===== config.mk =====
export PLATFORM = sky130hd
export DESIGN_NAME = quadrature_revolution_speed_counter
export DESIGN_NICKNAME = d
export VERILOG_FILES = /design/src/sv/qrsc_pkg.sv /design/src/sv/quadrature_revolution_speed_counter.sv /design/src/sv/qrsc_filter.sv /design/src/sv/qrsc_core.sv /design/src/sv/qrsc_regs.sv
export SDC_FILE = /design/constraint.sdc
export NUM_CORES = 2
export LEC_CHECK = 0
export BUFFER_PORTS_ARGS = -buffer_cell sky130_fd_sc_hd__clkbuf_2
export CAP_MARGIN = 20
export CORE_ASPECT_RATIO = 1.1
export CORE_MARGIN = 10
export CORE_UTILIZATION = 50
export CTS_BUF_LIST = sky130_fd_sc_hd__clkbuf_4
export DETAILED_ROUTE_END_ITERATION = 10
export HOLD_SLACK_MARGIN = 0.02
export PLACE_DENSITY = 0.76
export RECOVER_POWER = 25
export SYNTH_ARGS = -nofsm -noshare
export SYNTH_HDL_FRONTEND = slang
export SYNTH_SLANG_ARGS = --single-unit

===== constraint.sdc =====
create_clock -name clock -period 21.9 [get_ports clock]
set_clock_uncertainty 0.15 [all_clocks]
set_input_delay 5.475 -clock clock [delete_from_list [all_inputs] [get_ports clock]]
set_output_delay 5.475 -clock clock [all_outputs]
set_load 0.05 [all_outputs]

===== src/sv/qrsc_pkg.sv =====
package qrsc_pkg;

   localparam int COUNT_BITS = 16;
   localparam int REV_BITS   = 32;

   localparam int PPR_W    = 15;
   localparam int GLITCH_W = 8;
   localparam int SCALE_W  = 10;

   localparam int PULSE_W = 16;
   localparam int REVS_W  = 32;
   localparam int TOTAL_W = 47;
   localparam int SPEED_W = 32;

   localparam int DIFF_W = COUNT_BITS + 2;
   localparam int PROD_W = DIFF_W + SCALE_W + 1;
   localparam int SPD_W  = (PROD_W > SPEED_W + 1) ? PROD_W : SPEED_W + 1;
   localparam int TOT_W  = (REV_BITS + COUNT_BITS + 1 > TOTAL_W) ?
                           REV_BITS + COUNT_BITS + 1 : TOTAL_W;

   localparam longint LIMIT_CAP = (64'sd1 <<< (COUNT_BITS - 1)) - 64'sd1;

   localparam int REQ_FIELDS_W = 3;
   localparam int REQ_DATA_W   = ((REQ_FIELDS_W + 7) / 8) * 8;
   localparam int RSP_FIELDS_W = PULSE_W + REVS_W + TOTAL_W + SPEED_W;
   localparam int RSP_DATA_W   = ((RSP_FIELDS_W + 7) / 8) * 8;

   localparam int ADDR_W     = 4;
   localparam int CSR_DATA_W = 32;
   localparam int REG_IDX_W  = ADDR_W - 2;

   localparam logic [REG_IDX_W-1:0] REG_PPR    = 2'd0;
   localparam logic [REG_IDX_W-1:0] REG_GLITCH = 2'd1;
   localparam logic [REG_IDX_W-1:0] REG_SCALE  = 2'd2;

   localparam logic [PPR_W-1:0]    PPR_RESET    = 15'd1024;
   localparam logic [GLITCH_W-1:0] GLITCH_RESET = 8'd80;
   localparam logic [SCALE_W-1:0]  SCALE_RESET  = 10'd10;

   typedef struct packed {
      logic [PPR_W-1:0]    pulses_per_rev;
      logic [GLITCH_W-1:0] glitch_cycles;
      logic [SCALE_W-1:0]  speed_scale;
   } cfg_type;

   typedef struct packed {
      logic pin_a;
      logic pin_b;
      logic window_end;
      logic clear_counts;
   } item_type;

   typedef struct packed {
      logic signed [PULSE_W-1:0] pulse_count;
      logic signed [REVS_W-1:0]  revolutions;
      logic signed [TOTAL_W-1:0] total_pulses;
      logic signed [SPEED_W-1:0] speed;
   } result_type;

endpackage


===== src/sv/quadrature_revolution_speed_counter.sv =====
// Two-times quadrature encoder counter. Each transfer on the request stream carries one
// sample of pins A and B and yields exactly one transfer on the response stream with the
// pulse count, revolution count, total pulses and the latest window speed. A new sample is
// taken every cycle while the response side is not stalled; a response is presented
// after its request transfer, through an input register and a result register, and
// the count state takes one update per sample, which sets that rate. Registers: 0x0
// pulses per revolution, 0x4 glitch filter cycles, 0x8 windows per second.
module quadrature_revolution_speed_counter (
   input  logic                            clock,
   input  logic                            reset,
   input  logic                            req_tvalid,
   output logic                            req_tready,
   // pin_a, pin_b, clear_counts, zero fill
   input  logic [qrsc_pkg::REQ_DATA_W-1:0] req_tdata,
   // window_end
   input  logic                            req_tlast,
   output logic                            rsp_tvalid,
   input  logic                            rsp_tready,
   // pulse_count, revolutions, total_pulses, speed, zero fill
   output logic [qrsc_pkg::RSP_DATA_W-1:0] rsp_tdata,
   input  logic                            csr_psel,
   input  logic                            csr_penable,
   input  logic                            csr_pwrite,
   input  logic [qrsc_pkg::ADDR_W-1:0]     csr_paddr,
   input  logic [qrsc_pkg::CSR_DATA_W-1:0] csr_pwdata,
   output logic [qrsc_pkg::CSR_DATA_W-1:0] csr_prdata,
   output logic                            csr_pready
);
   import qrsc_pkg::*;

   cfg_type               cfg;
   item_type              item_ff;
   logic                  in_valid_ff;
   logic                  rsp_valid_ff;
   logic [RSP_DATA_W-1:0] rsp_data_ff;
   logic                  advance;
   logic                  a_now;
   logic                  a_next;
   logic                  b_now;
   logic                  b_next;
   result_type            result;

   assign advance    = in_valid_ff && (!rsp_valid_ff || rsp_tready);
   assign req_tready = !in_valid_ff || advance;
   assign csr_pready = 1'b1;

   always_ff @(posedge clock) begin
      if (reset) begin
         in_valid_ff  <= 1'b0;
         rsp_valid_ff <= 1'b0;
      end else begin
         if (req_tready) begin
            in_valid_ff <= req_tvalid;
         end
         if (advance) begin
            rsp_valid_ff <= 1'b1;
         end else if (rsp_tready) begin
            rsp_valid_ff <= 1'b0;
         end
      end
   end

   always_ff @(posedge clock) begin
      if (req_tvalid && req_tready) begin
         item_ff.pin_a        <= req_tdata[0];
         item_ff.pin_b        <= req_tdata[1];
         item_ff.clear_counts <= req_tdata[2];
         item_ff.window_end   <= req_tlast;
      end
      if (advance) begin
         rsp_data_ff <= RSP_DATA_W'({result.speed, result.total_pulses,
                                     result.revolutions, result.pulse_count});
      end
   end

   qrsc_regs u_regs (
      .clock       (clock),
      .reset       (reset),
      .csr_psel    (csr_psel),
      .csr_penable (csr_penable),
      .csr_pwrite  (csr_pwrite),
      .csr_paddr   (csr_paddr),
      .csr_pwdata  (csr_pwdata),
      .csr_prdata  (csr_prdata),
      .cfg         (cfg)
   );

   qrsc_filter u_filter_a (
      .clock         (clock),
      .reset         (reset),
      .enable        (advance),
      .raw           (item_ff.pin_a),
      .glitch_cycles (cfg.glitch_cycles),
      .level_now     (a_now),
      .level_next    (a_next)
   );

   qrsc_filter u_filter_b (
      .clock         (clock),
      .reset         (reset),
      .enable        (advance),
      .raw           (item_ff.pin_b),
      .glitch_cycles (cfg.glitch_cycles),
      .level_now     (b_now),
      .level_next    (b_next)
   );

   qrsc_core u_core (
      .clock        (clock),
      .reset        (reset),
      .enable       (advance),
      .cfg          (cfg),
      .a_now        (a_now),
      .a_next       (a_next),
      .b_next       (b_next && (b_now || !b_now)),
      .window_end   (item_ff.window_end),
      .clear_counts (item_ff.clear_counts),
      .result       (result)
   );

   assign rsp_tvalid = rsp_valid_ff;
   assign rsp_tdata  = rsp_data_ff;

endmodule


===== src/sv/qrsc_filter.sv =====
module qrsc_filter (
   input  logic                          clock,
   input  logic                          reset,
   input  logic                          enable,
   input  logic                          raw,
   input  logic [qrsc_pkg::GLITCH_W-1:0] glitch_cycles,
   output logic                          level_now,
   output logic                          level_next
);
   import qrsc_pkg::*;

   logic                level_ff;
   logic                level_in;
   logic [GLITCH_W-1:0] stable_ff;
   logic [GLITCH_W-1:0] stable_in;

   always_comb begin
      level_in  = level_ff;
      stable_in = '0;
      if (raw != level_ff) begin
         if (stable_ff >= glitch_cycles) begin
            level_in = raw;
         end else begin
            stable_in = stable_ff + 1'b1;
         end
      end
   end

   always_ff @(posedge clock) begin
      if (reset) begin
         level_ff  <= 1'b0;
         stable_ff <= '0;
      end else if (enable) begin
         level_ff  <= level_in;
         stable_ff <= stable_in;
      end
   end

   assign level_now  = level_ff;
   assign level_next = level_in;

endmodule


===== src/sv/qrsc_core.sv =====
module qrsc_core (
   input  logic                 clock,
   input  logic                 reset,
   input  logic                 enable,
   input  qrsc_pkg::cfg_type    cfg,
   input  logic                 a_now,
   input  logic                 a_next,
   input  logic                 b_next,
   input  logic                 window_end,
   input  logic                 clear_counts,
   output qrsc_pkg::result_type result
);
   import qrsc_pkg::*;

   logic signed [COUNT_BITS-1:0] count_ff;
   logic signed [COUNT_BITS-1:0] count_in;
   logic signed [REV_BITS-1:0]   rev_ff;
   logic signed [REV_BITS-1:0]   rev_in;
   logic signed [COUNT_BITS-1:0] mark_ff;
   logic signed [COUNT_BITS-1:0] mark_in;
   logic signed [SPEED_W-1:0]    speed_ff;
   logic signed [SPEED_W-1:0]    speed_in;

   logic [COUNT_BITS-1:0]        lim;
   logic signed [DIFF_W-1:0]     lim_s;
   logic signed [DIFF_W-1:0]     half_s;
   logic signed [DIFF_W-1:0]     stepped;
   logic signed [COUNT_BITS-1:0] count_step;
   logic signed [REV_BITS-1:0]   rev_step;
   logic signed [DIFF_W-1:0]     diff;
   logic signed [SPD_W-1:0]      prod;
   logic signed [TOT_W-1:0]      total;

   localparam logic signed [SPD_W-1:0] SPD_MAX = {{(SPD_W-SPEED_W+1){1'b0}},
                                                  {(SPEED_W-1){1'b1}}};
   localparam logic signed [SPD_W-1:0] SPD_MIN = {{(SPD_W-SPEED_W+1){1'b1}},
                                                  {(SPEED_W-1){1'b0}}};

   always_comb begin
      if (cfg.pulses_per_rev == '0) begin
         lim = COUNT_BITS'(1);
      end else if (longint'(cfg.pulses_per_rev) > LIMIT_CAP) begin
         lim = COUNT_BITS'(LIMIT_CAP);
      end else begin
         lim = COUNT_BITS'(cfg.pulses_per_rev);
      end
      lim_s  = signed'({2'b00, lim});
      half_s = lim_s >>> 1;

      // A rise of A counts up, a fall counts down; B high reverses the direction.
      count_step = count_ff;
      rev_step   = rev_ff;
      stepped    = DIFF_W'(count_ff);
      if (a_next != a_now) begin
         if (a_next ^ b_next) begin
            stepped = DIFF_W'(count_ff) + DIFF_W'(1);
         end else begin
            stepped = DIFF_W'(count_ff) - DIFF_W'(1);
         end
         if (stepped >= lim_s) begin
            count_step = '0;
            rev_step   = rev_ff + REV_BITS'(1);
         end else if (stepped <= -lim_s) begin
            count_step = '0;
            rev_step   = rev_ff - REV_BITS'(1);
         end else begin
            count_step = stepped[COUNT_BITS-1:0];
         end
      end

      diff = DIFF_W'(count_step) - DIFF_W'(mark_ff);
      if (diff > half_s) begin
         diff = diff - lim_s;
      end else if (diff < -half_s) begin
         diff = diff + lim_s;
      end
      prod = SPD_W'(diff) * SPD_W'(signed'({1'b0, cfg.speed_scale}));

      mark_in  = mark_ff;
      speed_in = speed_ff;
      if (window_end) begin
         mark_in = count_step;
         if (prod > SPD_MAX) begin
            speed_in = SPD_MAX[SPEED_W-1:0];
         end else if (prod < SPD_MIN) begin
            speed_in = SPD_MIN[SPEED_W-1:0];
         end else begin
            speed_in = prod[SPEED_W-1:0];
         end
      end

      count_in = clear_counts ? '0 : count_step;
      rev_in   = clear_counts ? '0 : rev_step;

      total = TOT_W'(rev_in) * TOT_W'(lim_s) + TOT_W'(count_in);

      result.pulse_count  = PULSE_W'(count_in);
      result.revolutions  = REVS_W'(rev_in);
      result.total_pulses = total[TOTAL_W-1:0];
      result.speed        = speed_in;
   end

   always_ff @(posedge clock) begin
      if (reset) begin
         count_ff <= '0;
         rev_ff   <= '0;
         mark_ff  <= '0;
         speed_ff <= '0;
      end else if (enable) begin
         count_ff <= count_in;
         rev_ff   <= rev_in;
         mark_ff  <= mark_in;
         speed_ff <= speed_in;
      end
   end

endmodule


===== src/sv/qrsc_regs.sv =====
module qrsc_regs (
   input  logic                            clock,
   input  logic                            reset,
   input  logic                            csr_psel,
   input  logic                            csr_penable,
   input  logic                            csr_pwrite,
   input  logic [qrsc_pkg::ADDR_W-1:0]     csr_paddr,
   input  logic [qrsc_pkg::CSR_DATA_W-1:0] csr_pwdata,
   output logic [qrsc_pkg::CSR_DATA_W-1:0] csr_prdata,
   output qrsc_pkg::cfg_type               cfg
);
   import qrsc_pkg::*;

   cfg_type              cfg_ff;
   logic [REG_IDX_W-1:0] index;
   logic                 wr_en;

   assign index = csr_paddr[ADDR_W-1:2];
   assign wr_en = csr_psel && csr_penable && csr_pwrite;

   always_ff @(posedge clock) begin
      if (reset) begin
         cfg_ff.pulses_per_rev <= PPR_RESET;
         cfg_ff.glitch_cycles  <= GLITCH_RESET;
         cfg_ff.speed_scale    <= SCALE_RESET;
      end else if (wr_en) begin
         case (index)
            REG_PPR:    cfg_ff.pulses_per_rev <= csr_pwdata[PPR_W-1:0];
            REG_GLITCH: cfg_ff.glitch_cycles  <= csr_pwdata[GLITCH_W-1:0];
            REG_SCALE:  cfg_ff.speed_scale    <= csr_pwdata[SCALE_W-1:0];
            default: begin
            end
         endcase
      end
   end

   always_comb begin
      case (index)
         REG_PPR:    csr_prdata = CSR_DATA_W'(cfg_ff.pulses_per_rev);
         REG_GLITCH: csr_prdata = CSR_DATA_W'(cfg_ff.glitch_cycles);
         REG_SCALE:  csr_prdata = CSR_DATA_W'(cfg_ff.speed_scale);
         default:    csr_prdata = '0;
      endcase
   end

   assign cfg = cfg_ff;

endmodule


==> impl_metrics.tcl <==
set metrics [dict create \
    core_region_area_sq_um 82200 \
    grt_setup_unrepaired "no" \
    final_core_util 0.541 \
    detail_route.drc_violations 0 \
    critPathKind "reg2reg" \
    endpoint "u_core.speed_ff[30]" \
    run_status "finished, violations left" \
    wl_per_cell_microns 18.7 \
    worstReg2RegStart "u_filter_a.stable_ff[0]" \
    track_usage 0.237 \
    power.ir.vdd_worst_mv 0.0742 \
    synthTopCellsByArea "fa_1 (31%), edfxtp_1 (9.4%), ha_1 (9.3%), inv_1 (7.5%), dfxtp_1 (7.2%)" \
    maxCapViolations 4 \
    htreeDepth 3 \
    cts_buffer_depth 3 \
    grt_first_pass_wirelength_microns 181000 \
    finalHoldViolCount 0 \
    detail_route.iter0.violations 2002 \
    clock_power_share 0.188 \
    max-slew-margin-rel -1.30 \
    totalPowerFinal_w 0.00276 \
    combPwrFrac 0.573 \
    cellLeakagePower_nw 19.6 \
    yosysSeqAreaShare 0.166 \
    fillerInstances 7424 \
    postSynthRegisterBits 280 \
    critical_path_depth 63 \
    reg2reg_to "u_core.speed_ff[30]" \
    worstMarginPinSlew_ns 3.43 \
    finalSetupTns_ns 0 \
    vias_in_the_first_global_route 34500 \
    slowest_stage "a2111oi_2" \
    crit_path_start "u_filter_a.stable_ff[0]" \
    placement_setup_slack_ns 2.78 \
    intPower_w 0.00151 \
    worstSetupEndpointType "flip-flop" \
    largest_family_of_logic_cells_by_synthesized_area "adder cells" \
    post_place_cell_area_sq_um 43400 \
    share_seq_of_total_power 0.238 \
    tritoncts "built" \
    synth_top_area_cell "fa_1" \
    critPathArrivalTime_ns 20.13 \
    clkLatencyLatePin_ns 0.91 \
    antenna_found_initial 4 \
    grt_start_max_net_pins 74 \
    clkTransAtPathRegs_ns 0.06 \
    cts_post_setup_buffers_inserted 0 \
    fin_nets 5784 \
    synth_ff_type "dfxtp_1" \
    vias_per_cell 5.60 \
    top_level_ports 215 \
    areaGrowthSynthToFinish_pct 6.70 \
    cts_hold_buf 0 \
    crit_path_max_incr_delay_ns 0.90 \
    power.switching_w 0.00125 \
    final-setup-viol-count 0 \
    ys_warn_count 0 \
    synthesized_area_divided_by_synthesized_cell_count_sq_um 8.88 \
    worst_ep_required_time_ns 22.51 \
    rrSetupSlack_ns 2.38 \
    synth.cell_area_sq_um 41600 \
    worstPathBufferInverterCount 6 \
    global_route_total_overflow 0 \
    netlist-cell-type-count 88 \
    yosysTopAreaCellShare 0.311 \
    stdcell_area_sq_um 44400 \
    detailedRoute.firstPassIterationCount 6 \
    rr_worst_depth 63 \
    fraction_of_synthesized_area_in_multiplexers 0.0291 \
    timing.critical_path.fanout_max 41 \
    initial_utilization 0.507 \
    placement_rows 110 \
    synth_compound_gate_area_share 0.0899 \
    adder_cell_area_share_of_the_yosys_netlist 0.405 \
    violations "capacitance limit, slew limit" \
    die_height_microns 323 \
    clock_sinks 280 \
    finalWorstSetupSlack_ns 2.38 \
    die_outline_area_sq_um 95300 \
    final_layout_size_suffix_gt1_frac 0.0923 \
    numCtsBuffers 80 \
    type_of_the_most_critical_hold_path "reg2reg" \
    period_needed_ns 19.52 \
    worst_setup_path_start_kind "flip-flop" \
    postCtsResizedCells 0 \
    gpl.final_weighted_congestion 0.911 \
    netSwitchingFraction 0.453 \
    timing.final.crit_share 0.891 \
    ys_async_sr_fraction 0 \
    post_synth_inst_count 4691 \
    worst_path_top_cell_family_by_delay "compound AO/OA/AOI/OAI gates" \
    fmax_ghz 0.0512 \
    postRouteAntennaNets 0 \
    route.final.wire_length_microns 110000 \
    clock_tree.root_cell "clkbuf_4" \
    post_synth_and_or_nand_nor_area_fraction 0.167 \
    chipWidth_microns 295 \
    slew_viol_final 234 \
    port_buffers 171 \
    synth_edf_count 131 \
    vias 33000 \
    power_density_nw_per_um2 62.0 \
    place_hpwl_microns 86200 \
    synth_xor_area_frac 0.0427 \
]
[synth_stat cells (all sizes together) (42+ instances only)]
cell / n
a21o: 44
a21oi: 168
and2: 61
and3: 71
buf: 50
clkbuf: 203
dfxtp: 149
edfxtp: 131
fa: 648
ha: 311
inv: 828
mux2i: 74
nand2: 549
nand2b: 42
nand3: 104
nor2: 392
nor3: 52
o21ai: 120
xnor2: 140
xor2: 58
[how the worst min path moves through the flow]
stage                   startpoint             endpoint  cells past startpoint  slack, ns
3_5_place_dp   u_core.speed_ff[18]  u_core.speed_ff[18]                      2       0.30
5_1_grt         u_core.speed_ff[2]   u_core.speed_ff[2]                      2       0.32
4_1_cts        u_core.speed_ff[18]  u_core.speed_ff[18]                      2       0.30
6_report       u_core.speed_ff[17]  u_core.speed_ff[17]                      2       0.30
2_1_floorplan  u_core.speed_ff[10]  u_core.speed_ff[10]                      2       0.28
3_3_place_gp   u_core.speed_ff[25]  u_core.speed_ff[25]                      2       0.29
[cells by family after synthesis]
kind of cell             after synthesis
other                                  2
buffers and inverters               1084
multiplexers                         113
AO/OA/AOI/OAI                        570
XOR/XNOR                             198
adder cells (fa/ha/maj)              959
AND/OR/NAND/NOR                     1485
flip-flops                           280
[state kept, by name, indices dropped and copies added, names as in the netlist, 8 cells and up]
register              flops
u_core.speed_ff          32
u_regs.cfg               33
rsp_tdata               127
u_filter_a.stable_ff      8
u_core.rev_ff            32
u_core.count_ff          16
u_filter_b.stable_ff      8
u_core.mark_ff           16
[layer usage]
layer	routed length (microns)	global-route usage	up-vias
met3	7840	0.0460	281
met2	54900	0.412	1159
met1	42500	0.281	16400
li1	-	-	15200
met5	13	0	-
met4	4830	0.105	2
[worst reg2reg max path, delay by kind of cell (launching register included)]
| family | cells | cell delay (ns) |
|---|---|---|
| buffers and inverters | 6 | 0.96 |
| xor gates and xnor gates | 4 | 2.17 |
| muxes | 5 | 1.63 |
| adders and majority gates | 12 | 4.96 |
| DFF | 1 | 0.44 |
| AOI/OAI and AO/OA | 27 | 7.09 |
| and+or+nand+nor | 9 | 2.03 |
[area by class of cell]
type,instances,area (sq um),share of cell area
Multi-Input combinational cell,3344,30700,0.691
Clock buffer,117,878,0.0198
Tap cell,1064,1330,0.0300
Sequential cell,280,6920,0.156
Timing Repair Buffer,236,1300,0.0292
Clock inverter,26,170,0.00383
Inverter,831,3120,0.0702
Antenna cell,1,2.50,0.0000563
[power groups by stage]
stage,sequential [W],clock [W],combinational [W]
finish,0.000656,0.000519,0.00158
global route,0.000663,0.000563,0.00178
CTS,0.000657,0.000539,0.00159
detailed placement,0.000668,0,0.00158
global placement,0.000665,0,0.00154
floorplan,0.000770,0,0.00112
[placed cells by master (no fill, tap or decap), types with 14 or more instances in the layout]
cell      instances
inv_1           829
nor4_1           25
clkbuf_1         31
buf_4            61
nor3_1           50
a22oi_1          15
a21o_1           44
nor2_1          381
a311o_1          19
and4_1           14
nand3_1         104
a21oi_1         167
and2_1           56
clkbuf_4        118
or2_2            20
fa_1            648
or4_1            14
o21a_1           33
ha_1            311
nor4b_1          22
dfxtp_1         149
and3_1           71
a31oi_1          16
nand2b_1         40
mux2i_1          70
edfxtp_1        131
nor2b_1          39
xor2_1           56
clkinv_1         15
clkbuf_2        143
xnor2_1         136
nand4_1          25
o21ai_0         115
nand2_1         549
mux2_2           39
conb_1           19
a211oi_1         16
or3_1            18
o31ai_1          15
[through the flow]
stage	hold WS, ns	instances
after CTS	0.305	5895
after floorplan	0.284	4708
final	0.303	5899
after global placement	0.289	5750
after global routing	0.322	5899
after detailed placement	0.295	5752
Note: power is estimated with default switching activity, not from simulation.
